==> src/rtl/multi_frame_detection_persistence_assert.svh <==
// ----------------------------------------------------------------------------
// multi frame detection persistence assertion macros
// property wrappers used by mfdp_back
// ----------------------------------------------------------------------------
`ifndef MULTI_FRAME_DETECTION_PERSISTENCE_ASSERT_SVH
`define MULTI_FRAME_DETECTION_PERSISTENCE_ASSERT_SVH

`ifndef SYNTHESIS
`define MFDP_ASSERT(label, clk, rst_n, prop, msg) \
  label: assert property (@(posedge clk) disable iff (!rst_n) prop) else $error(msg);
`define MFDP_ASSERT_NEVER(label, clk, rst_n, cond, msg) \
  label: assert property (@(posedge clk) disable iff (!rst_n) !(cond)) else $error(msg);
`else
`define MFDP_ASSERT(label, clk, rst_n, prop, msg)
`define MFDP_ASSERT_NEVER(label, clk, rst_n, cond, msg)
`endif

`endif

==> src/rtl/mfdp_pkg.sv <==
// ----------------------------------------------------------------------------
// mfdp_pkg
// types and constants of the detection persistence filter
// ----------------------------------------------------------------------------
`default_nettype none
package mfdp_pkg;

  localparam int unsigned HISTORY_FRAMES_DEF = 8;
  localparam int unsigned MAX_PER_FRAME_DEF  = 32;
  localparam int unsigned RESULT_CAP         = 32;
  localparam int unsigned SLOT_W             = 4;
  localparam int unsigned FILL_W             = 7;
  localparam int unsigned HELD_W             = 5;
  localparam int unsigned CNT_W              = 6;

  localparam logic [15:0] RADIUS_RST   = 16'd500;
  localparam logic [3:0]  MIN_SIGHT_RST = 4'd3;

  localparam logic REG_RADIUS   = 1'b0;
  localparam logic REG_MIN_SIGHT = 1'b1;

  localparam logic [2:0] CAT_UNKNOWN = 3'd4;
  localparam logic [2:0] CLS_KNOWN_MAX = 3'd3;

  typedef struct packed {
    logic signed [15:0] pos_x_mm;
    logic signed [15:0] pos_y_mm;
    logic [2:0]         object_class;
    logic               item_valid;
    logic               frame_end;
  } in_word_t;

  typedef struct packed {
    logic signed [15:0] out_x_mm;
    logic signed [15:0] out_y_mm;
    logic [2:0]         out_category;
    logic               present;
    logic               last_of_frame;
    logic               overflow;
  } out_word_t;

  typedef struct packed {
    logic signed [15:0] x;
    logic signed [15:0] y;
    logic [2:0]         cls;
  } ring_entry_t;

  typedef struct packed {
    logic [SLOT_W-1:0] slot;
    logic [FILL_W-1:0] fill;
    logic [HELD_W-1:0] held;
    logic              ovf;
  } close_cmd_t;

  typedef enum logic [3:0] {
    BK_IDLE,
    BK_CAND,
    BK_CAND_W,
    BK_SLOT,
    BK_ENT,
    BK_ENT_W,
    BK_ENT_C,
    BK_DECIDE,
    BK_FINISH
  } back_state_e;

endpackage
`default_nettype wire

==> src/rtl/mfdp_front.sv <==
// ----------------------------------------------------------------------------
// mfdp_front
// loads detections into the open slot and closes frames into commands
// ----------------------------------------------------------------------------
`default_nettype none
module mfdp_front #(
  parameter int unsigned HISTORY_FRAMES = 8,
  parameter int unsigned MAX_PER_FRAME  = 32,
  parameter int unsigned AW             = 8
) (
  input  wire                        clk_i,
  input  wire                        rst_ni,
  input  wire                        accept_i,
  input  mfdp_pkg::in_word_t         word_i,
  output logic                       we_o,
  output logic [AW-1:0]              waddr_o,
  output mfdp_pkg::ring_entry_t      wdata_o,
  output logic                       push_o,
  output mfdp_pkg::close_cmd_t       cmd_o,
  input  wire [mfdp_pkg::SLOT_W-1:0] fill_slot_i,
  output logic [mfdp_pkg::FILL_W-1:0] fill_o
);

  localparam int unsigned SW = (HISTORY_FRAMES > 1) ? $clog2(HISTORY_FRAMES) : 1;
  localparam int unsigned FW = $clog2(MAX_PER_FRAME + 1);
  localparam int unsigned HW = $clog2(HISTORY_FRAMES + 1);
  localparam logic [SW-1:0] LAST_SLOT = SW'(HISTORY_FRAMES - 1);
  localparam logic [FW-1:0] MAX_F     = FW'(MAX_PER_FRAME);
  localparam logic [HW-1:0] HIST_H    = HW'(HISTORY_FRAMES);
  localparam logic [AW-1:0] MAX_A     = AW'(MAX_PER_FRAME);

  logic [FW-1:0] fill_q [HISTORY_FRAMES];
  logic [SW-1:0] newest_q;
  logic [HW-1:0] held_q;
  logic [FW-1:0] wc_q;
  logic          ovf_q;

  logic [SW-1:0] next_slot;
  logic          store;
  logic [FW-1:0] wc_new;
  logic          ovf_new;
  logic [HW-1:0] held_new;

  always_comb begin
    next_slot = (newest_q == LAST_SLOT) ? '0 : newest_q + SW'(1);
    store     = accept_i && word_i.item_valid && (wc_q < MAX_F);
    wc_new    = store ? wc_q + FW'(1) : wc_q;
    ovf_new   = ovf_q || (accept_i && word_i.item_valid && (wc_q >= MAX_F));
    held_new  = (held_q < HIST_H) ? held_q + HW'(1) : held_q;
  end

  assign we_o    = store;
  assign waddr_o = AW'(next_slot) * MAX_A + AW'(wc_q);
  assign wdata_o = '{x: word_i.pos_x_mm, y: word_i.pos_y_mm, cls: word_i.object_class};
  assign push_o  = accept_i && word_i.frame_end;
  assign cmd_o   = '{slot: mfdp_pkg::SLOT_W'(next_slot), fill: mfdp_pkg::FILL_W'(wc_new),
                     held: mfdp_pkg::HELD_W'(held_new), ovf: ovf_new};
  assign fill_o  = mfdp_pkg::FILL_W'(fill_q[fill_slot_i[SW-1:0]]);

  always_ff @(posedge clk_i or negedge rst_ni) begin
    if (!rst_ni) begin
      newest_q <= '0;
      held_q   <= '0;
      wc_q     <= '0;
      ovf_q    <= 1'b0;
      for (int n = 0; n < HISTORY_FRAMES; n++) begin
        fill_q[n] <= '0;
      end
    end else if (accept_i) begin
      if (word_i.frame_end) begin
        fill_q[next_slot] <= wc_new;
        newest_q <= next_slot;
        held_q   <= held_new;
        wc_q     <= '0;
        ovf_q    <= 1'b0;
      end else begin
        wc_q  <= wc_new;
        ovf_q <= ovf_new;
      end
    end
  end

endmodule
`default_nettype wire

==> config.mk <==
export PLATFORM = sky130hd
export DESIGN_NAME = mfdp_front
export DESIGN_NICKNAME = d
export VERILOG_FILES = /design/src/rtl/multi_frame_detection_persistence_assert.svh /design/src/rtl/mfdp_pkg.sv /design/src/rtl/mfdp_front.sv
export SDC_FILE = /design/constraint.sdc
export NUM_CORES = 1
export LEC_CHECK = 0
export BUFFER_PORTS_ARGS = -buffer_cell sky130_fd_sc_hd__buf_2
export CORE_UTILIZATION = 37
export CTS_BUF_LIST = sky130_fd_sc_hd__clkbuf_8
export DETAILED_ROUTE_END_ITERATION = 6
export MAX_ROUTING_LAYER = met4
export REMOVE_ABC_BUFFERS = 1
export SLEW_MARGIN = 25
export SYNTH_ARGS = -nofsm -noshare
export SYNTH_HDL_FRONTEND = slang
export SYNTH_SLANG_ARGS = --single-unit
export TNS_END_PERCENT = 50
==> constraint.sdc <==
create_clock -name clk_i -period 2.6 [get_ports clk_i]
set_input_delay 0.13 -clock clk_i [delete_from_list [all_inputs] [get_ports clk_i]]
set_output_delay 0.13 -clock clk_i [all_outputs]
set_load 0.02 [all_outputs]
==> impl_metrics.env <==
export IMPL_seq_area_frac_synth_pct=45.62
export IMPL_slew_headroom_pct=35.72
export IMPL_power_frac_seq_pct=41.4
export IMPL_syn_area_um2=3401
export IMPL_filler_cell_count=856
export IMPL_finalSetupViolations=0
export IMPL_drc=1
export IMPL_cts_tree="yes"
export IMPL_internal_power_w=0.002375
export IMPL_cts_hold_fix_buffers=1
export IMPL_routedWlPerCell_um=19.32
export IMPL_r2r_end="fill_q[18]"
export IMPL_grt_antenna_before_repair=0
export IMPL_num_io_pins=113
export IMPL_r2r_start="newest_q[0]"
export IMPL_rows=34
export IMPL_slew_violations=0
export IMPL_via_per_inst=5.046
export IMPL_syn_area_per_cell_um2=10.73
export IMPL_port_buffers=37
export IMPL_critPathLaunch="newest_q[0]"
export IMPL_max_freq_mhz=453.2
export IMPL_syn_to_final_growth_pct=4.783
export IMPL_grt_max_degree=27
export IMPL_grt_pass1_vias=2215
export IMPL_worst_pin_slew_ps=959.9
export IMPL_holdWs_ps=104.7
export IMPL_gp_congestion=0.7357
export IMPL_arrival_ps=2080
export IMPL_reg2reg_setup_slack_ps=480
export IMPL_p_leak_nw=1.718
export IMPL_rr_worst_depth=4
export IMPL_worstPathMaxFanout=8
export IMPL_htree_levels=3
export IMPL_nets=368
export IMPL_clock_sinks=62
export IMPL_use_met1_pct=23.94
export IMPL_hold_depth=2
export IMPL_critPathKind="flip-flop to primary output"
export IMPL_grt_busiest_layer="met2"
export IMPL_dp_hpwl_mm=5.866
export IMPL_via_count=2175
export IMPL_placed_cell_area_um2=3362
export IMPL_globalRouteMet2Util_pct=26.76
export IMPL_synth_seq_cells=62
export IMPL_n_antenna_cell=0
export IMPL_endpoint="waddr_o[7]"
export IMPL_final_cells=431
export IMPL_switching_share_pct=38.64
export IMPL_clockPowerShare_pct=20.1
export IMPL_cp_end_kind="primary output"
export IMPL_drtIter0Drc=62
export IMPL_cts_root_buf="clkbuf_8"
export IMPL_finalWirelength_mm=8.326
export IMPL_insertion_delay_ps=340
export IMPL_finalInstanceArea_um2=3563
export IMPL_die_w_um=97.87
export IMPL_maxCapViolations=0
export IMPL_yosysUniqueCellTypes=41
export IMPL_hold_viol=0
export IMPL_gr_usage_met3_pct=10.52
export IMPL_syn_inst=317
export IMPL_ir_drop_mv=0.7185
export IMPL_layout_drive_gt1_share_pct=32.51
export IMPL_grt_util_all_layers_pct=19.41
export IMPL_dp_cells=413
export IMPL_period_needed_ps=2207
export IMPL_ys_warn_count=0
export IMPL_core_area_um2=8806
export IMPL_p_sw_w=0.001496
export IMPL_power_w=0.003871
export IMPL_violations="DRC"
export IMPL_powerDensity_nw_per_um2=1086
export IMPL_die_area_um2=9579
export IMPL_first_pass_iters=7
export IMPL_ant_nets=0
export IMPL_cts_clk_slew_worst_paths_ps=70
export IMPL_die_height_um=97.87
export IMPL_period_share_pct=84.87
export IMPL_numCtsBuffers=9
export IMPL_status="complete, but fails checks"
export IMPL_rsz0062_at_grt="false"
export IMPL_post_cts_buffers=0
export IMPL_cts_resized=0
export IMPL_grt_pass1_wl_mm=13.32
export IMPL_fin_tns_setup_ps=0
export IMPL_skew_ps=10.27
export IMPL_hold_class="input port to flip-flop"
export IMPL_cts_buffer_depth=2
export IMPL_start_util_pct=38.62
export IMPL_cp_required_ps=2470
export IMPL_overflow=0
export IMPL_comb_power_share_pct=38.5
export IMPL_cp_start_kind="flip-flop"
-- cells in the mapped netlist, drive strengths merged --
library cell | count | area, µm²
a21oi | 31 | 158.9
a31o | 2 | 17.52
a31oi | 1 | 12.51
buf | 59 | 422.9
conb | 1 | 3.750
dfrtp | 62 | 1551
ha | 6 | 75.07
inv | 18 | 67.56
mux2 | 7 | 78.83
mux2i | 3 | 30.03
mux4 | 12 | 289.0
nand2 | 28 | 125.1
nand2b | 3 | 18.77
nand3 | 1 | 5.000
nand3b | 2 | 22.52
nand4 | 1 | 6.260
nor2 | 38 | 142.6
nor2b | 1 | 6.260
nor3 | 3 | 30.03
nor4 | 2 | 33.78
o211a | 1 | 10.01
o211ai | 2 | 15.01
o21a | 1 | 7.510
o21ai | 16 | 98.84
o22ai | 5 | 31.28
or4 | 1 | 11.26
xnor2 | 7 | 102.6
xor2 | 3 | 26.28
-- flip-flops by register name, summed over array words and instances (netlist names) --
register	cells
fill_q	48
wc_q	6
held_q	4
ovf_q	1
newest_q	3
-- cell families after synthesis --
kind of cell               Yosys count  share of synthesized area, %
DFF                                 62                         45.62
buffers and inverters               77                         14.42
other                                1                        0.1103
xor gates and xnor gates            10                         3.790
muxes                               22                         11.70
and+or+nand+nor                     80                         11.81
adders and majority gates            6                         2.207
AOI/OAI and AO/OA                   59                         10.34
-- metal layers --
| metal | up-vias | routed length, µm |
|---|---|---|
| li1 | 1025 | - |
| met1 | 1029 | 3588 |
| met2 | 110 | 3537 |
| met3 | 11 | 1091 |
| met4 | 0 | 108 |
| met5 | - | 0 |
-- how the worst min path moves through the flow --
stage / start / end
detailed placement: rst_ni / newest_q[1]
floorplan: rst_ni / fill_q[0]
finish: word_i[0] / wc_q[4]
CTS: word_i[0] / wc_q[4]
global placement: rst_ni / newest_q[1]
global route: word_i[0] / wc_q[3]
-- area by class of cell --
cell class                 instances  area, µm²  share of cell area (%)
clock buffer                      10      137.6                   3.862
tap                              108      135.1                   3.792
inverter                          18      67.56                   1.896
sequential                        62       1551                   43.54
multi-input combinational        181       1370                   38.45
timing repair buffer              46      255.2                   7.163
clock inverter                     6      46.29                   1.299
-- power groups by stage --
stage	Clock (W)	Combinational (W)	Sequential [W]
global route	0.000843	0.00166	0.00167
CTS	0.000803	0.00151	0.00161
detailed placement	0	0.00149	0.00163
global placement	0	0.00146	0.00160
floorplan	0	0.00110	0.00157
finish	0.000779	0.00149	0.00160
-- stage by stage --
step | utilization, % | worst slack (ps)
2_1_floorplan | - | 490.3
3_3_place_gp | 38.18 | 518.6
3_5_place_dp | 38.18 | 400.1
4_1_cts | 40.38 | 366.9
5_1_grt | 40.47 | 203.4
6_report | 40.47 | 393.5
-- critical path: stages, from the launching register on --
cell and delay (ps):
dfrtp_1 430, ha_1 210, ha_1 280, nor2_1 230, ha_1 220, nand2_1 70, xnor2_1 130, buf_2 180
-- cell usage in the layout, fill, tap and decap left out, types with 6 or more instances in the layout --
cell / netlist / layout
a21oi_1: 30 / 30
buf_2: 8 / 37
buf_4: 47 / 8
clkbuf_8: 0 / 10
dfrtp_1: 62 / 62
ha_1: 6 / 6
inv_1: 15 / 15
mux2_2: 7 / 7
mux4_2: 7 / 7
nand2_1: 22 / 22
nor2_1: 38 / 38
o21ai_0: 6 / 6
No activity file was read; power rests on OpenSTA's default activity.
