**src/rtl/multi_frame_detection_persistence_assert.svh**
```systemverilog
// ----------------------------------------------------------------------------
// multi frame detection persistence assertion macros
// property wrappers used by mfdp_back
// ----------------------------------------------------------------------------
`ifndef MULTI_FRAME_DETECTION_PERSISTENCE_ASSERT_SVH
`define MULTI_FRAME_DETECTION_PERSISTENCE_ASSERT_SVH

`ifndef SYNTHESIS
`define MFDP_ASSERT(label, clk, rst_n, prop, msg) \
  label: assert property (@(posedge clk) disable iff (!rst_n) prop) else $error(msg);
`define MFDP_ASSERT_NEVER(label, clk, rst_n, cond, msg) \
  label: assert property (@(posedge clk) disable iff (!rst_n) !(cond)) else $error(msg);
`else
`define MFDP_ASSERT(label, clk, rst_n, prop, msg)
`define MFDP_ASSERT_NEVER(label, clk, rst_n, cond, msg)
`endif

`endif

```
**src/rtl/mfdp_pkg.sv**
```systemverilog
// ----------------------------------------------------------------------------
// mfdp_pkg
// types and constants of the detection persistence filter
// ----------------------------------------------------------------------------
`default_nettype none
package mfdp_pkg;

  localparam int unsigned HISTORY_FRAMES_DEF = 8;
  localparam int unsigned MAX_PER_FRAME_DEF  = 32;
  localparam int unsigned RESULT_CAP         = 32;
  localparam int unsigned SLOT_W             = 4;
  localparam int unsigned FILL_W             = 7;
  localparam int unsigned HELD_W             = 5;
  localparam int unsigned CNT_W              = 6;

  localparam logic [15:0] RADIUS_RST   = 16'd500;
  localparam logic [3:0]  MIN_SIGHT_RST = 4'd3;

  localparam logic REG_RADIUS   = 1'b0;
  localparam logic REG_MIN_SIGHT = 1'b1;

  localparam logic [2:0] CAT_UNKNOWN = 3'd4;
  localparam logic [2:0] CLS_KNOWN_MAX = 3'd3;

  typedef struct packed {
    logic signed [15:0] pos_x_mm;
    logic signed [15:0] pos_y_mm;
    logic [2:0]         object_class;
    logic               item_valid;
    logic               frame_end;
  } in_word_t;

  typedef struct packed {
    logic signed [15:0] out_x_mm;
    logic signed [15:0] out_y_mm;
    logic [2:0]         out_category;
    logic               present;
    logic               last_of_frame;
    logic               overflow;
  } out_word_t;

  typedef struct packed {
    logic signed [15:0] x;
    logic signed [15:0] y;
    logic [2:0]         cls;
  } ring_entry_t;

  typedef struct packed {
    logic [SLOT_W-1:0] slot;
    logic [FILL_W-1:0] fill;
    logic [HELD_W-1:0] held;
    logic              ovf;
  } close_cmd_t;

  typedef enum logic [3:0] {
    BK_IDLE,
    BK_CAND,
    BK_CAND_W,
    BK_SLOT,
    BK_ENT,
    BK_ENT_W,
    BK_ENT_C,
    BK_DECIDE,
    BK_FINISH
  } back_state_e;

endpackage
`default_nettype wire

```
**src/rtl/mfdp_back.sv**
```systemverilog
// ----------------------------------------------------------------------------
// mfdp_back
// scans a closed frame against the held frames and emits confirmed words
// ----------------------------------------------------------------------------
`default_nettype none
`include "multi_frame_detection_persistence_assert.svh"
module mfdp_back #(
  parameter int unsigned HISTORY_FRAMES = 8,
  parameter int unsigned MAX_PER_FRAME  = 32,
  parameter int unsigned AW             = 8
) (
  input  wire                         clk_i,
  input  wire                         rst_ni,
  input  wire                         cmd_full_i,
  input  mfdp_pkg::close_cmd_t        cmd_i,
  output logic                        pop_o,
  output logic                        busy_o,
  output logic [mfdp_pkg::SLOT_W-1:0] fill_slot_o,
  input  wire [mfdp_pkg::FILL_W-1:0]  fill_i,
  output logic [AW-1:0]               raddr_o,
  input  mfdp_pkg::ring_entry_t       rdata_i,
  input  wire [15:0]                  radius_i,
  input  wire [3:0]                   min_sight_i,
  output logic                        out_valid_o,
  output mfdp_pkg::out_word_t         out_word_o
);

  localparam int unsigned SW = (HISTORY_FRAMES > 1) ? $clog2(HISTORY_FRAMES) : 1;
  localparam int unsigned FW = $clog2(MAX_PER_FRAME + 1);
  localparam int unsigned HW = $clog2(HISTORY_FRAMES + 1);
  localparam logic [SW-1:0] LAST_SLOT = SW'(HISTORY_FRAMES - 1);
  localparam logic [AW-1:0] MAX_A     = AW'(MAX_PER_FRAME);
  localparam logic [mfdp_pkg::CNT_W-1:0] CAP = mfdp_pkg::CNT_W'(mfdp_pkg::RESULT_CAP);

  mfdp_pkg::back_state_e state_q, state_d;

  logic [SW-1:0] cur_q, s_q;
  logic [FW-1:0] fill_cur_q, fill_s_q, i_q, j_q;
  logic [HW-1:0] held_q, k_q, count_q;
  logic          ovf_q;
  logic [mfdp_pkg::CNT_W-1:0] nconf_q;
  mfdp_pkg::ring_entry_t cand_q;
  logic          pend_q;
  mfdp_pkg::ring_entry_t pend_e_q;
  logic [31:0]   r2_q, dx2_q, dy2_q;
  logic          cls_eq_q;
  logic          out_valid_q;
  mfdp_pkg::out_word_t out_q;

  logic signed [16:0] dx, dy;
  logic signed [33:0] dx_sq, dy_sq;
  logic [32:0]   dist2;
  logic          hit;
  logic          confirm;
  logic [2:0]    pend_cat;

  always_comb begin
    dx       = 17'(cand_q.x) - 17'(rdata_i.x);
    dy       = 17'(cand_q.y) - 17'(rdata_i.y);
    dx_sq    = 34'(dx) * 34'(dx);
    dy_sq    = 34'(dy) * 34'(dy);
    dist2    = 33'(dx2_q) + 33'(dy2_q);
    hit      = cls_eq_q && (dist2 < {1'b0, r2_q});
    confirm  = {{(8-HW){1'b0}}, count_q} >= {4'd0, min_sight_i};
    pend_cat = (pend_e_q.cls <= mfdp_pkg::CLS_KNOWN_MAX) ? pend_e_q.cls : mfdp_pkg::CAT_UNKNOWN;
  end

  always_comb begin
    state_d = state_q;
    pop_o   = 1'b0;
    raddr_o = AW'(cur_q) * MAX_A + AW'(i_q);
    unique case (state_q)
      mfdp_pkg::BK_IDLE: begin
        if (cmd_full_i) begin
          pop_o   = 1'b1;
          state_d = mfdp_pkg::BK_CAND;
        end
      end
      mfdp_pkg::BK_CAND: begin
        if (i_q == fill_cur_q || nconf_q == CAP) begin
          state_d = mfdp_pkg::BK_FINISH;
        end else begin
          state_d = mfdp_pkg::BK_CAND_W;
        end
      end
      mfdp_pkg::BK_CAND_W: state_d = mfdp_pkg::BK_SLOT;
      mfdp_pkg::BK_SLOT: begin
        state_d = (k_q == held_q) ? mfdp_pkg::BK_DECIDE : mfdp_pkg::BK_ENT;
      end
      mfdp_pkg::BK_ENT: begin
        raddr_o = AW'(s_q) * MAX_A + AW'(j_q);
        state_d = (j_q == fill_s_q) ? mfdp_pkg::BK_SLOT : mfdp_pkg::BK_ENT_W;
      end
      mfdp_pkg::BK_ENT_W: state_d = mfdp_pkg::BK_ENT_C;
      mfdp_pkg::BK_ENT_C: state_d = hit ? mfdp_pkg::BK_SLOT : mfdp_pkg::BK_ENT;
      mfdp_pkg::BK_DECIDE: state_d = mfdp_pkg::BK_CAND;
      mfdp_pkg::BK_FINISH: state_d = mfdp_pkg::BK_IDLE;
      default: state_d = mfdp_pkg::BK_IDLE;
    endcase
  end

  always_ff @(posedge clk_i or negedge rst_ni) begin
    if (!rst_ni) begin
      state_q     <= mfdp_pkg::BK_IDLE;
      out_valid_q <= 1'b0;
      pend_q      <= 1'b0;
    end else begin
      state_q     <= state_d;
      out_valid_q <= 1'b0;
      unique case (state_q)
        mfdp_pkg::BK_IDLE: pend_q <= 1'b0;
        mfdp_pkg::BK_DECIDE: begin
          if (confirm) begin
            out_valid_q <= pend_q;
            pend_q      <= 1'b1;
          end
        end
        mfdp_pkg::BK_FINISH: out_valid_q <= 1'b1;
        default: ;
      endcase
    end
  end

  always_ff @(posedge clk_i) begin
    r2_q     <= 32'(radius_i) * 32'(radius_i);
    dx2_q    <= dx_sq[31:0];
    dy2_q    <= dy_sq[31:0];
    cls_eq_q <= (cand_q.cls == rdata_i.cls);
    unique case (state_q)
      mfdp_pkg::BK_IDLE: begin
        cur_q      <= cmd_i.slot[SW-1:0];
        fill_cur_q <= cmd_i.fill[FW-1:0];
        held_q     <= cmd_i.held[HW-1:0];
        ovf_q      <= cmd_i.ovf;
        i_q        <= '0;
        nconf_q    <= '0;
      end
      mfdp_pkg::BK_CAND_W: begin
        cand_q  <= rdata_i;
        k_q     <= '0;
        count_q <= '0;
        s_q     <= cur_q;
        j_q     <= '0;
        fill_s_q <= fill_i[FW-1:0];
      end
      mfdp_pkg::BK_ENT: begin
        if (j_q == fill_s_q) begin
          k_q <= k_q + HW'(1);
          s_q <= (s_q == '0) ? LAST_SLOT : s_q - SW'(1);
        end
      end
      mfdp_pkg::BK_SLOT: begin
        j_q      <= '0;
        fill_s_q <= fill_i[FW-1:0];
      end
      mfdp_pkg::BK_ENT_C: begin
        if (hit) begin
          count_q <= count_q + HW'(1);
          k_q     <= k_q + HW'(1);
          s_q     <= (s_q == '0) ? LAST_SLOT : s_q - SW'(1);
        end else begin
          j_q <= j_q + FW'(1);
        end
      end
      mfdp_pkg::BK_DECIDE: begin
        i_q <= i_q + FW'(1);
        if (confirm) begin
          nconf_q  <= nconf_q + mfdp_pkg::CNT_W'(1);
          pend_e_q <= cand_q;
          out_q    <= '{out_x_mm: pend_e_q.x, out_y_mm: pend_e_q.y, out_category: pend_cat,
                        present: 1'b1, last_of_frame: 1'b0, overflow: ovf_q};
        end
      end
      mfdp_pkg::BK_FINISH: begin
        if (pend_q) begin
          out_q <= '{out_x_mm: pend_e_q.x, out_y_mm: pend_e_q.y, out_category: pend_cat,
                     present: 1'b1, last_of_frame: 1'b1, overflow: ovf_q};
        end else begin
          out_q <= '{out_x_mm: '0, out_y_mm: '0, out_category: '0,
                     present: 1'b0, last_of_frame: 1'b1, overflow: ovf_q};
        end
      end
      default: ;
    endcase
  end

  assign fill_slot_o = mfdp_pkg::SLOT_W'(s_q);
  assign busy_o      = (state_q != mfdp_pkg::BK_IDLE);
  assign out_valid_o = out_valid_q;
  assign out_word_o  = out_q;

  `MFDP_ASSERT(a_finish_emits, clk_i, rst_ni, state_q == mfdp_pkg::BK_FINISH |=> out_valid_o && out_word_o.last_of_frame, "frame end without last word")
  `MFDP_ASSERT(a_pop_idle, clk_i, rst_ni, pop_o |-> state_q == mfdp_pkg::BK_IDLE && cmd_full_i, "pop while scanning")
  `MFDP_ASSERT_NEVER(a_count_held, clk_i, rst_ni, state_q == mfdp_pkg::BK_DECIDE && count_q > held_q, "sightings exceed held frames")
  `MFDP_ASSERT_NEVER(a_cap, clk_i, rst_ni, state_q != mfdp_pkg::BK_IDLE && nconf_q > CAP, "result cap exceeded")

endmodule
`default_nettype wire

```
**config.mk**
```make
export PLATFORM = sky130hd
export DESIGN_NAME = mfdp_back
export DESIGN_NICKNAME = d
export VERILOG_FILES = /design/src/rtl/mfdp_pkg.sv /design/src/rtl/mfdp_back.sv
export VERILOG_INCLUDE_DIRS = /design/src /design/src/rtl
export SDC_FILE = /design/constraint.sdc
export NUM_CORES = 2
export LEC_CHECK = 0
export BUFFER_PORTS_ARGS = -buffer_cell sky130_fd_sc_hd__buf_2
export CAP_MARGIN = 20
export CORE_MARGIN = 3
export CORE_UTILIZATION = 53
export DETAILED_ROUTE_END_ITERATION = 8
export PLACE_DENSITY_LB_ADDON = 0.15
export SETUP_SLACK_MARGIN = 0.1
export SYNTH_ARGS = -nofsm -noshare
export SYNTH_HDL_FRONTEND = slang
export SYNTH_SLANG_ARGS = --single-unit
```
**constraint.sdc**
```tcl
create_clock -name clk_i -period 7.2 [get_ports clk_i]
set_input_delay 0.36 -clock clk_i [delete_from_list [all_inputs] [get_ports clk_i]]
set_output_delay 0.36 -clock clk_i [all_outputs]
set_load 0.05 [all_outputs]
```
==> results.sh <==
export IMPL_die_height_um=271
export IMPL_dr_wl_met2_um=41900
export IMPL_dieArea_sq_mm=0.0734
export IMPL_io_pins=135
export IMPL_final_util_pct=64.3
export IMPL_synth_yosys_seq_area_share_pct=18.1
export IMPL_cts_root_buf="clkbuf_16"
export IMPL_wl_met3_um=3610
export IMPL_clock_latency_ns=0.58
export IMPL_ys_flop_type="edfxtp_1"
export IMPL_dp_hpwl_um=71100
export IMPL_worstPathMaxFanout=3
export IMPL_cts_buffers=27
export IMPL_synth_seq_cells=257
export IMPL_async_flop_share_pct=2.33
export IMPL_synth_top_area_share_pct=36.7
export IMPL_syn_inst=3789
export IMPL_synth_edf_count=157
export IMPL_start_util_pct=53.8
export IMPL_die_width_um=271
export IMPL_setup_viol=19
export IMPL_min_period_ns=7.54
export IMPL_cp_end_kind="register"
export IMPL_maxSlewHeadroom_pct=44.1
export IMPL_startpoint_type="register"
export IMPL_yosys_area_top_type="fa_1"
export IMPL_wl_met1_um=37700
export IMPL_synth_most_common_cell="inv_1"
export IMPL_r2r_start="cand_q[20]$_DFFE_PP_"
export IMPL_firstDrtPassIters=6
export IMPL_synth_area_top_cells="fa_1 37%, edfxtp_1 13%, ha_1 12%, inv_1 9.9%, dfxtp_1 5.1%"
export IMPL_max_freq_mhz=133
export IMPL_slowest_stage="fa_1"
export IMPL_drive_gt1_share_pct=18.9
export IMPL_post_place_ws_ns=-0.529
export IMPL_crit_required_ns=7.65
export IMPL_synth_avg_cell_area_sq_um=9.81
export IMPL_first_global_vias=27985
export IMPL_drv_cap=0
export IMPL_worst_pin_slew_ns=0.830
export IMPL_routed_wl_um=84900
export IMPL_core_area_sq_mm=0.0691
export IMPL_synthesis_nets=4920
export IMPL_wl_per_cell_um=16.0
export IMPL_yosys_warnings=0
export IMPL_critPathMostFrequentCell="fa_1"
export IMPL_timing_final_hold_violations=0
export IMPL_skew_ns=0.0232
export IMPL_top_layer="met4"
export IMPL_ys_types=86
export IMPL_antennaDiodeCount=0
export IMPL_rows=96
export IMPL_status="complete, but fails checks"
export IMPL_grt_pass1_wl_um=140000
export IMPL_synth_area_sq_mm=0.0372
export IMPL_ys_top_cells_by_count="981 x inv_1, 682 x fa_1, 367 x ha_1"
export IMPL_clk_pin_slew_worst_paths_ns=0.08
export IMPL_antenna_found_initial=0
export IMPL_htreeDepth=1
export IMPL_grt_usage_pct=23.7
export IMPL_final_antenna_net_count=0
export IMPL_post_route_period_util_pct=105
export IMPL_cts_tree="yes"
export IMPL_worstHoldStart="rdata_i[20]"
export IMPL_rsz0062_at_grt="true"
export IMPL_setup_slack_ns=-0.338
export IMPL_hold_path_class="input port to register"
export IMPL_portBuffers=129
export IMPL_crit_type="register to register"
export IMPL_vias=26269
export IMPL_drc=0
export IMPL_grt_overflow=0
export IMPL_violations="setup timing"
export IMPL_place_congestion=0.900
export IMPL_critPathArrivalTime_ns=7.99
export IMPL_slowest_delay_ns=0.55
export IMPL_drtIter0Drc=1239
export IMPL_clockBufferDepth=3
export IMPL_viasPerCell=4.96
export IMPL_final_net_count=5471
export IMPL_nFillCells=5789
export IMPL_startpoint="cand_q[20]$_DFFE_PP_"
export IMPL_grt_max_degree=39
export IMPL_cts_sinks=257
export IMPL_area_growth_pct=19.4
export IMPL_final_max_slew_viol_count=0
-- through the flow --
stage / cell area, sq um / TNS (ns) / std cells / hold WS [ns]
6_report: 44400 / -3.63 / 5292 / 0.0859
3_5_place_dp: 41800 / -8.55 / 5144 / 0.205
5_1_grt: 44400 / -10.27 / 5292 / 0.0751
4_1_cts: 43700 / -2.18 / 5271 / 0.0591
3_3_place_gp: 41800 / -4.99 / 5144 / 0.206
2_1_floorplan: 37500 / 0 / 3789 / 0.0644
-- final cells by class --
class / count / area (sq um) / area share, %
inverter: 995 / 3750 / 8.44
clock buffer: 29 / 714 / 1.61
sequential: 257 / 6750 / 15.2
tap: 931 / 1160 / 2.62
clock inverter: 21 / 190 / 0.428
timing repair buffer: 587 / 4390 / 9.89
multi-input combinational: 2472 / 27400 / 61.8
-- flip-flops by register name (all words and copies together) (netlist names), 31 cells and up --
register,flops
dy2_q,31
cand_q,35
pend_e_q,35
r2_q,31
out_word_o,38
dx2_q,31
-- placed cells by master, fill, tap and decap left out, drive strengths merged, types with 20 or more instances in the layout --
cell type | synthesis | layout
and2 | 56 | 56
clkbuf | 56 | 29
nand3 | 35 | 35
xor2 | 70 | 70
ha | 367 | 367
o21ai | 64 | 64
nor2 | 327 | 327
and3 | 20 | 20
nor3 | 20 | 20
dlygate4sd3 | 0 | 54
nor2b | 55 | 55
dfxtp | 94 | 94
a21o | 55 | 55
xnor2 | 136 | 136
a21oi | 100 | 100
fa | 682 | 682
buf | 9 | 533
nand2 | 271 | 271
inv | 989 | 1001
edfxtp | 157 | 157
-- final timing paths --
check | endpoint | slack [ns] | cells past startpoint
setup / recovery | dx2_q[29]$_DFF_P_ | -0.34 | 31
hold / removal | cand_q[20]$_DFFE_PP_ | 0.09 | 2
setup reg to reg | dx2_q[29]$_DFF_P_ | -0.34 | 31
hold reg to reg | out_word_o[0]$_DFFE_PP_ | 0.43 | 0
max in group asynchronous | state_q[3]$_DFFE_PN0P_ | 6.90 | 2
min in group asynchronous | out_valid_o$_DFF_PN0_ | 0.14 | 2
-- metal layers --
metal,vias to the layer above,track usage [%]
met3,104,2.89
met1,13041,32.7
met4,0,4.33
met5,-,0
li1,12656,-
met2,468,40.7
-- worst max-delay path, delay by kind of cell (launching register included) --
kind                       cells  cell delay, ns
adders and majority gates      8            3.65
AOI/OAI and AO/OA              8            1.50
and+or+nand+nor                7            1.09
buffers and inverters          6            0.44
DFF                            1            0.40
xor gates and xnor gates       2            0.29
-- cell families (layout without fill, tap and decap cells) --
| logic type | Yosys count | in the layout | share of synthesized area [%] |
|---|---|---|---|
| xor gates and xnor gates | 206 | 206 | 4.93 |
| DFF | 257 | 257 | 18.1 |
| adders and majority gates | 1049 | 1049 | 49.1 |
| muxes | 10 | 10 | 0.300 |
| other | 1 | 1 | 0.0101 |
| and+or+nand+nor | 861 | 861 | 10.4 |
| buffers and inverters | 1060 | 1632 | 10.8 |
| AOI/OAI and AO/OA | 345 | 345 | 6.32 |
-- repair_timing --
action	CTS	global route
gates resized for setup	70	114
setup endpoints to repair	27	32
hold buffers	54	0
hold endpoints to repair	59	0
pin swaps	63	73
setup buffers	24	19
Power is not shown: default switching activity piles up to over one toggle a cycle in this logic, so the estimate is an artifact.
