**src/rtl/multi_frame_detection_persistence_assert.svh**
```systemverilog
// ----------------------------------------------------------------------------
// multi frame detection persistence assertion macros
// property wrappers used by mfdp_back
// ----------------------------------------------------------------------------
`ifndef MULTI_FRAME_DETECTION_PERSISTENCE_ASSERT_SVH
`define MULTI_FRAME_DETECTION_PERSISTENCE_ASSERT_SVH

`ifndef SYNTHESIS
`define MFDP_ASSERT(label, clk, rst_n, prop, msg) \
  label: assert property (@(posedge clk) disable iff (!rst_n) prop) else $error(msg);
`define MFDP_ASSERT_NEVER(label, clk, rst_n, cond, msg) \
  label: assert property (@(posedge clk) disable iff (!rst_n) !(cond)) else $error(msg);
`else
`define MFDP_ASSERT(label, clk, rst_n, prop, msg)
`define MFDP_ASSERT_NEVER(label, clk, rst_n, cond, msg)
`endif

`endif

```
**src/rtl/mfdp_pkg.sv**
```systemverilog
// ----------------------------------------------------------------------------
// mfdp_pkg
// types and constants of the detection persistence filter
// ----------------------------------------------------------------------------
`default_nettype none
package mfdp_pkg;

  localparam int unsigned HISTORY_FRAMES_DEF = 8;
  localparam int unsigned MAX_PER_FRAME_DEF  = 32;
  localparam int unsigned RESULT_CAP         = 32;
  localparam int unsigned SLOT_W             = 4;
  localparam int unsigned FILL_W             = 7;
  localparam int unsigned HELD_W             = 5;
  localparam int unsigned CNT_W              = 6;

  localparam logic [15:0] RADIUS_RST   = 16'd500;
  localparam logic [3:0]  MIN_SIGHT_RST = 4'd3;

  localparam logic REG_RADIUS   = 1'b0;
  localparam logic REG_MIN_SIGHT = 1'b1;

  localparam logic [2:0] CAT_UNKNOWN = 3'd4;
  localparam logic [2:0] CLS_KNOWN_MAX = 3'd3;

  typedef struct packed {
    logic signed [15:0] pos_x_mm;
    logic signed [15:0] pos_y_mm;
    logic [2:0]         object_class;
    logic               item_valid;
    logic               frame_end;
  } in_word_t;

  typedef struct packed {
    logic signed [15:0] out_x_mm;
    logic signed [15:0] out_y_mm;
    logic [2:0]         out_category;
    logic               present;
    logic               last_of_frame;
    logic               overflow;
  } out_word_t;

  typedef struct packed {
    logic signed [15:0] x;
    logic signed [15:0] y;
    logic [2:0]         cls;
  } ring_entry_t;

  typedef struct packed {
    logic [SLOT_W-1:0] slot;
    logic [FILL_W-1:0] fill;
    logic [HELD_W-1:0] held;
    logic              ovf;
  } close_cmd_t;

  typedef enum logic [3:0] {
    BK_IDLE,
    BK_CAND,
    BK_CAND_W,
    BK_SLOT,
    BK_ENT,
    BK_ENT_W,
    BK_ENT_C,
    BK_DECIDE,
    BK_FINISH
  } back_state_e;

endpackage
`default_nettype wire

```
**src/rtl/mfdp_cmdq.sv**
```systemverilog
// ----------------------------------------------------------------------------
// mfdp_cmdq
// one-entry queue of closed frames between loader and scanner
// ----------------------------------------------------------------------------
`default_nettype none
module mfdp_cmdq (
  input  wire                  clk_i,
  input  wire                  rst_ni,
  input  wire                  push_i,
  input  mfdp_pkg::close_cmd_t cmd_i,
  input  wire                  pop_i,
  output logic                 full_o,
  output mfdp_pkg::close_cmd_t cmd_o
);

  logic                 full_q;
  mfdp_pkg::close_cmd_t cmd_q;

  always_ff @(posedge clk_i or negedge rst_ni) begin
    if (!rst_ni) begin
      full_q <= 1'b0;
    end else if (push_i) begin
      full_q <= 1'b1;
    end else if (pop_i) begin
      full_q <= 1'b0;
    end
  end

  always_ff @(posedge clk_i) begin
    if (push_i) begin
      cmd_q <= cmd_i;
    end
  end

  assign full_o = full_q;
  assign cmd_o  = cmd_q;

endmodule
`default_nettype wire

```
**config.mk**
```make
export PLATFORM = sky130hd
export DESIGN_NAME = mfdp_cmdq
export DESIGN_NICKNAME = d
export VERILOG_FILES = /design/src/rtl/multi_frame_detection_persistence_assert.svh /design/src/rtl/mfdp_pkg.sv /design/src/rtl/mfdp_cmdq.sv
export SDC_FILE = /design/constraint.sdc
export NUM_CORES = 1
export LEC_CHECK = 0
export ABC_AREA = 1
export BUFFER_PORTS_ARGS = -buffer_cell sky130_fd_sc_hd__buf_2
export CAP_MARGIN = 30
export CORE_MARGIN = 3
export CORE_UTILIZATION = 40
export CTS_BUF_LIST = sky130_fd_sc_hd__clkbuf_8 sky130_fd_sc_hd__clkbuf_16
export DETAILED_ROUTE_END_ITERATION = 6
export HOLD_SLACK_MARGIN = 0.06
export PLACE_DENSITY = 0.79
export SKIP_CTS_REPAIR_TIMING = 1
export SYNTH_ARGS = -nofsm -noshare
export SYNTH_HDL_FRONTEND = slang
export SYNTH_SLANG_ARGS = --single-unit
```
**constraint.sdc**
```tcl
create_clock -name clk_i -period 1.47 [get_ports clk_i]
set_input_delay 0.2205 -clock clk_i [delete_from_list [all_inputs] [get_ports clk_i]]
set_output_delay 0.2205 -clock clk_i [all_outputs]
set_load 0.01 [all_outputs]
```
==> impl_metrics.toml, run 1 <==
[synthesis]
syn-cell-area_um2 = 551
syn_avg_cell_area_um2 = 25.0
synth_area_leader_cell = "edfxtp_1"
seq_area_frac_synth_pct = 97.3
synth.most_common_cell = "edfxtp_1"
synth-main-ff-cell = "edfxtp_1"
synth_nets = 43
ys_seq_elements = 18
syn_inst = 22
synthDistinctLibCells = 4
ys.warnings.count = 0
synth-edff-count = 17
yosys.area.top_type_share_pct = 92.7
synthTopCellsByCount = "edfxtp_1, inv_1, nand2_1, dfrtp_1"
async_flop_share_pct = 5.56
ys_top_cells_by_area = "edfxtp_1, dfrtp_1, inv_1"

[detailed_routing]
dr_total_vias = 330
drtIter0Drc = 1
avgRoutedWirePerCell_um = 12.2
ant_nets = 0
drt_pre_antenna_iters = 2
routed_wl_um = 967
drc = 0
viasPerCell = 4.18

[floorplan]
ios = 39
rows = 12
start_util_pct = 45.8
die_h_um = 43.1
core_area_mm2 = 0.00120
die_area_mm2 = 0.00186
die_x_um = 43.1

[worst_setup_path]
cp-end-kind = "primary output"
rrSetupSlack_ns = 0.88
r2r_end = "full_o"
r2r_cells = 2
slowest_delay_ns = 0.37
cp_top_family = "flip-flops"
path_buf_inv = 1
critPathKind = "flop to primary output"
required_ns = 1.25
cpMaxStageDelayCell = "edfxtp_1"
worst-path-max-fanout = 1
path_cells = "buf_2"
cp-start-kind = "flop"
cp.arrival_ns = 0.77
timing.rr.start = "full_o"

[global_route]
grt_overflow_total = 0
grt_first_pass_wirelength_um = 1490
grt_max_degree = 19
antenna_found_initial = 0
first_global_vias = 324
grt_usage_pct = 11.8

[sta]
tightest_slew_ns = 0.365
max_freq_mhz = 1010
fin_ws_ns = 0.481
fin_crit_ns = 0.989
rsz0062_at_grt = "no"
final-setup-viol-count = 0
hold_viol = 0
slew_viol_final = 0
period_share_pct = 67.3
whs_ns = 0.144
tns_ns = 0
relSlewSlack_pct = 75.6
finalClockSkew_ns = 0

[cts]
htreeDepth = 1
clk_latency_ns = 0.25
clockRootBuffer = "clkbuf_8"
cts_buffers = 3
cts_tree = "built"
clock-sinks = 18
ctsLongestPathBuffers = 2
clk_pin_slew_worst_paths_ns = 0.06

[placement]
place.gp.congestion = 0.693
io_buffers = 38
dp_slack_ns = 0.578

[worst_hold_path]
min_to = "cmd_o[7]"
hold_depth = 1
hold_start = "cmd_i[7]"
hold_path_class = "input pin to flop"

[finish]
nets = 87
diodes = 0
drive_gt1_share_pct = 64.6
syn2layout_area_growth_pct = 49.5

[outcome]
status = "finished, final reports clean"

[power]
p_leak_nw = 0.375
peakVddDrop_mv = 0.743
power.density_mw_per_mm2 = 1330

[job]
max_cap_violations = 0
-- report_power, final --
| group | switching (mW) | internal [mW] | total [mW] | leakage [nW] |
|---|---|---|---|---|
| Combinational | 0.0501 | 0.0462 | 0.0963 | 0.169 |
| Sequential | 0.00848 | 0.605 | 0.614 | 0.177 |
| Clock | 0.145 | 0.237 | 0.382 | 0.0288 |
-- stage by stage --
| stage | total power, mW | instances | utilization, % | cell area [µm²] |
|---|---|---|---|---|
| 2_1_floorplan | 0.652 | 22 | - | 551 |
| 3_3_place_gp | 0.717 | 74 | 63.1 | 758 |
| 3_5_place_dp | 0.720 | 74 | 63.1 | 758 |
| 4_1_cts | 1.10 | 78 | 67.7 | 813 |
| 5_1_grt | 1.15 | 79 | 68.5 | 823 |
| 6_report | 1.09 | 79 | 68.5 | 823 |
-- state kept, by name, summed over array words and instances, names as in the netlist --
name    count
cmd_o      17
full_o      1
-- placed cells by master, fill, tap and decap left out --
master         instances
buf_2                 38
clkbuf_8               4
dfrtp_1                1
dlygate4sd3_1          1
edfxtp_1              17
inv_1                  2
nand2_1                2
-- metal layers --
metal	wire (µm)	vias to the layer above	global-route usage, %
li1	-	167	-
met1	316	137	11.1
met2	505	24	18.3
met3	135	2	8.05
met4	10	0	7.23
met5	0	-	0
-- layout make-up --
class	instances	area, µm²
clock buffer	4	55.1
fill	93	378
inverter	2	7.51
multi-input combinational	2	7.51
sequential	18	536
tap	14	17.5
timing repair buffer	39	200
-- how the worst max path moves through the flow --
stage / slack [ns] / cells after the start / end / from
after floorplan: 0.85 / 2 / full_o / full_o
final: 0.48 / 1 / cmd_o[7] / cmd_o[7]
after global routing: 0.43 / 1 / cmd_o[4] / cmd_o[4]
after CTS: 0.48 / 1 / cmd_o[7] / cmd_o[7]
after detailed placement: 0.58 / 1 / cmd_o[12] / push_i
after global placement: 0.59 / 1 / cmd_o[12] / push_i
-- logic make-up after synthesis --
group,synth area share [%]
DFF,97.3
and+or+nand+nor,1.36
buffers and inverters,1.36
Power figures use the tool's default switching activity.
==> run 2, diff against run 1 <==
CORE_UTILIZATION = 34   (was 40)
PLACE_DENSITY = 0.71   (was 0.79)
clock period = 0.86 ns   (was 1.47 ns; I/O delays follow)
==> run 2 against run 1 <==
  * The run now ends with setup timing left
  * Sequential power rose by 71%
  * Register-to-register slack got worse by 0.64 ns
  * First-iteration DRC count rose to 5.0 times the previous value
  * Critical path depth did not move
  * Largest cell class unchanged
==> impl_metrics.toml, run 2 (synthesis results as in run 1) <==
[global_route]
grt_util_met1_pct = 9.67
grt_usage_pct = 9.48
grt_max_degree = 19
antenna_found_initial = 0
grt_first_pass_wirelength_um = 1340
grtUsageMet2_pct = 17.3
grt_overflow_total = 0
busiest_layer = "met2"
met3_usage_pct = 4.69
first_global_vias = 302

[worst_setup_path]
timing.rr.start = "full_o"
cp.arrival_ns = 0.76
cp-end-kind = "primary output"
required_ns = 0.73
r2r_end = "full_o"
r2r_cells = 2
cp-start-kind = "flop"
path_buf_inv = 1
path_cells = "buf_2"
cpMaxStageDelayCell = "dfrtp_1"
cp_top_family = "flip-flops"
worst-path-max-fanout = 2
slowest_delay_ns = 0.38
rrSetupSlack_ns = 0.24
critPathKind = "flop to primary output"
cp_num_cells = 1

[detailed_routing]
ant_nets = 0
drt_pre_antenna_iters = 3
routed_wl_um = 1180
drc = 0
drtIter0Drc = 5
viasPerCell = 4.12
dr_total_vias = 379
avgRoutedWirePerCell_um = 12.8

[sta]
hold_viol = 0
rsz0062_at_grt = "yes"
final-setup-viol-count = 16
tightest_slew_ns = 0.375
fin_crit_ns = 0.892
slew_viol_final = 0
whs_ns = 0.0623
relSlewSlack_pct = 75.0
period_share_pct = 104
fin_ws_ns = -0.0319
max_freq_mhz = 1120
finalClockSkew_ns = 0

[cts]
clock-sinks = 18
clk_pin_slew_worst_paths_ns = 0.06
cts_tree = "built"
clockRootBuffer = "clkbuf_8"
clk_latency_ns = 0.24
htreeDepth = 1
ctsLongestPathBuffers = 2
cts_buffers = 3

[worst_hold_path]
hold_path_class = "input pin to flop"
hold_depth = 1
min_to = "cmd_o[8]"
hold_start = "cmd_i[8]"

[floorplan]
start_util_pct = 38.9
ios = 39
die_x_um = 46.2
die_h_um = 46.2
core_area_mm2 = 0.00142
die_area_mm2 = 0.00214
rows = 13

[power]
peakVddDrop_mv = 1.60
power.density_mw_per_mm2 = 1940
p_leak_nw = 0.420

[job]
max_cap_violations = 0

[placement]
io_buffers = 38
place.gp.congestion = 0.723
dp_slack_ns = 0.0457

[finish]
drive_gt1_share_pct = 53.2
syn2layout_area_growth_pct = 69.8
final_cell_mix = "buf_2, edfxtp_1, dlygate4sd3_1"
largest_register_ffs = 17
diodes = 0
final_common_cell = "buf_2"
nets = 99

[outcome]
status = "finished, violations left"
violations = "setup timing"
## run 2: changes by cell type in the layout (fill, tap and decap cells not counted), sizes merged
cell / delta
dlygate4sd3: +12
clkbuf: -1
clkinv: +1
## run 2: worst max-delay path by stage
stage	from	to	slack [ns]
after floorplan	full_o	full_o	0.24
after global placement	push_i	cmd_o[9]	0.06
after detailed placement	push_i	cmd_o[12]	0.05
after CTS	full_o	full_o	-0.04
after global routing	cmd_o[12]	cmd_o[12]	-0.08
final	full_o	full_o	-0.03
## run 2: cell type report
type                    count  area (µm²)
flip-flops and latches     18         536
fillers                   107         480
repair buffers             51         320
clock buffers               3        41.3
well taps                  15        18.8
multi-input cells           2        7.51
inverters                   2        7.51
clock inverters             1        3.75
## run 2: where the power goes
part           internal [mW]  switching (mW)
Combinational          0.115          0.0950
Sequential              1.03          0.0148
Clock                  0.316           0.241
Total                   1.47           0.351
## run 2: routing by layer
layer,up-vias,part of all wire (%)
met5,-,0
met4,0,0
met3,0,8.0
met2,20,59
met1,168,32
li1,191,-
## run 2: metrics by stage
stage	power, mW	utilization, %	instance area [µm²]	TNS (ns)	std cells
after floorplan	1.11	-	551	0	22
after global routing	1.90	66.0	935	-0.835	92
after CTS	1.79	56.9	805	-0.354	79
after global placement	1.23	53.7	759	0	75
after detailed placement	1.23	53.7	759	0	75
final	1.82	66.0	935	-0.196	92
==> run 3, diff against run 2 <==
CELL_PAD_IN_SITES_DETAIL_PLACEMENT = 1   (was unset)
CELL_PAD_IN_SITES_GLOBAL_PLACEMENT = 1   (was unset)
CORE_UTILIZATION = 26   (was 34)
PLACE_DENSITY = 0.7   (was 0.71)
==> run 3 against run 2 <==
  * The flow still finishes with violations (setup timing)
  * Power is 0.58% higher
  * Sequential cell count stayed put
  * Combinational power hardly changed
  * Sequential share of layout area is 0.91 points lower
  * Hold slack better by 0.011 ns
  * Die area is 27% higher
  * Worst setup slack worse by 0.014 ns
  * Register-to-register slack better by 0.03 ns
  * First-iteration DRC count is 120% higher
  * Non-clock buffer count stayed put
  * Final area is 1.6% higher
==> impl_metrics.toml, run 3 (synthesis results as in run 1) <==
[worst_setup_path]
worst-path-max-fanout = 1
cp_num_cells = 1
required_ns = 0.73
critPathKind = "flop to primary output"
timing.rr.start = "full_o"
startpoint = "cmd_o[5]"
r2r_cells = 2
slowest_delay_ns = 0.38
cp-end-kind = "primary output"
r2r_end = "full_o"
cp-start-kind = "flop"
path_cells = "buf_2"
rrSetupSlack_ns = 0.27
path_buf_inv = 1
cpMaxStageDelayCell = "edfxtp_1"
cp.arrival_ns = 0.78
cp_top_family = "flip-flops"

[outcome]
violations = "setup timing"
status = "finished, violations left"

[worst_hold_path]
hold_depth = 1
hold_path_class = "input pin to flop"
hold_start = "cmd_i[1]"
min_to = "cmd_o[1]"

[cts]
htreeDepth = 1
cts_buffers = 3
clockRootBuffer = "clkbuf_8"
clk_pin_slew_worst_paths_ns = 0.07
cts_tree = "built"
clk_latency_ns = 0.24
ctsLongestPathBuffers = 2
clock-sinks = 18

[sta]
finalClockSkew_ns = 0
relSlewSlack_pct = 74.6
tns_ns = -0.283
hold_viol = 0
tightest_slew_ns = 0.380
slew_viol_final = 0
rsz0062_at_grt = "yes"
final-setup-viol-count = 17
fin_ws_ns = -0.0457
whs_ns = 0.0737
period_share_pct = 105
max_freq_mhz = 1100
fin_crit_ns = 0.906

[floorplan]
start_util_pct = 27.8
die_area_mm2 = 0.00271
die_x_um = 52.0
rows = 16
die_h_um = 52.0
ios = 39
core_area_mm2 = 0.00198

[detailed_routing]
viasPerCell = 3.79
drc = 0
drt_pre_antenna_iters = 2
avgRoutedWirePerCell_um = 12.5
dr_total_vias = 394
routed_wl_um = 1310
drtIter0Drc = 11
ant_nets = 0

[power]
clkPwrFrac_pct = 30.9
power.density_mw_per_mm2 = 1920
p_leak_nw = 0.423
switching_power_mw = 0.361
switching_share_pct = 19.8
peakVddDrop_mv = 0.762
p_total_mw = 1.83
power_frac_comb_pct = 11.6
p_int_mw = 1.46
seq_power_share_pct = 57.5

[placement]
io_buffers = 38
place.gp.congestion = 0.615
dp_cells = 87

[global_route]
grt_max_degree = 19
grt_overflow_total = 0
grt_first_pass_wirelength_um = 1880
first_global_vias = 373
antenna_found_initial = 0
grt_usage_pct = 10.1

[finish]
final_cells = 104
seqCellArea_um2 = 536
nets = 99
fillerInstances = 225
syn2layout_area_growth_pct = 72.5
diodes = 0
multi_input_area_um2 = 7.51
final_cell_mix = "buf_2, edfxtp_1, dlygate4sd3_1"
drive_gt1_share_pct = 53.2
final_common_cell = "buf_2"
largest_register_ffs = 17

[job]
max_cap_violations = 0
==> run 3: cell type report <==
cell class,instances,area share [%]
Multi-Input combinational cell,2,0.791
Clock inverter,1,0.395
Tap cell,27,3.56
Inverter,2,0.791
Sequential cell,18,56.4
Timing Repair Buffer,51,33.7
Clock buffer,3,4.35
==> run 3: how the worst max path moves through the flow <==
stage                      endpoint  slack, ns
after floorplan              full_o       0.24
after global placement    cmd_o[12]       0.06
after detailed placement   cmd_o[8]       0.03
after CTS                 cmd_o[11]      -0.06
after global routing       cmd_o[7]      -0.08
final                      cmd_o[5]      -0.05
==> run 3: through the flow <==
| stage | worst slack, ns | cell area (µm²) | utilization (%) |
|---|---|---|---|
| 6_report | -0.0457 | 950 | 47.9 |
| 5_1_grt | -0.0812 | 950 | 47.9 |
| 4_1_cts | -0.0566 | 820 | 41.4 |
| 3_5_place_dp | 0.0323 | 774 | 39.1 |
| 3_3_place_gp | 0.0576 | 774 | 39.1 |
| 2_1_floorplan | 0.245 | 551 | - |
==> run 3: routing by layer <==
metal | wire length [µm] | part of all wire (%) | GRT usage, %
met1 | 470 | 36 | 10.7
met5 | 0 | 0 | 0
met3 | 88 | 6.7 | 3.44
met2 | 745 | 57 | 18.0
met4 | 0 | 0 | 3.93
==> run 3: power by group through the flow <==
stage / logic, mW / clock network (mW) / registers (mW)
6_report: 0.211 / 0.564 / 1.05
3_3_place_gp: 0.163 / 0 / 1.07
2_1_floorplan: 0.00402 / 0 / 1.11
5_1_grt: 0.231 / 0.614 / 1.06
3_5_place_dp: 0.169 / 0 / 1.07
4_1_cts: 0.169 / 0.589 / 1.05
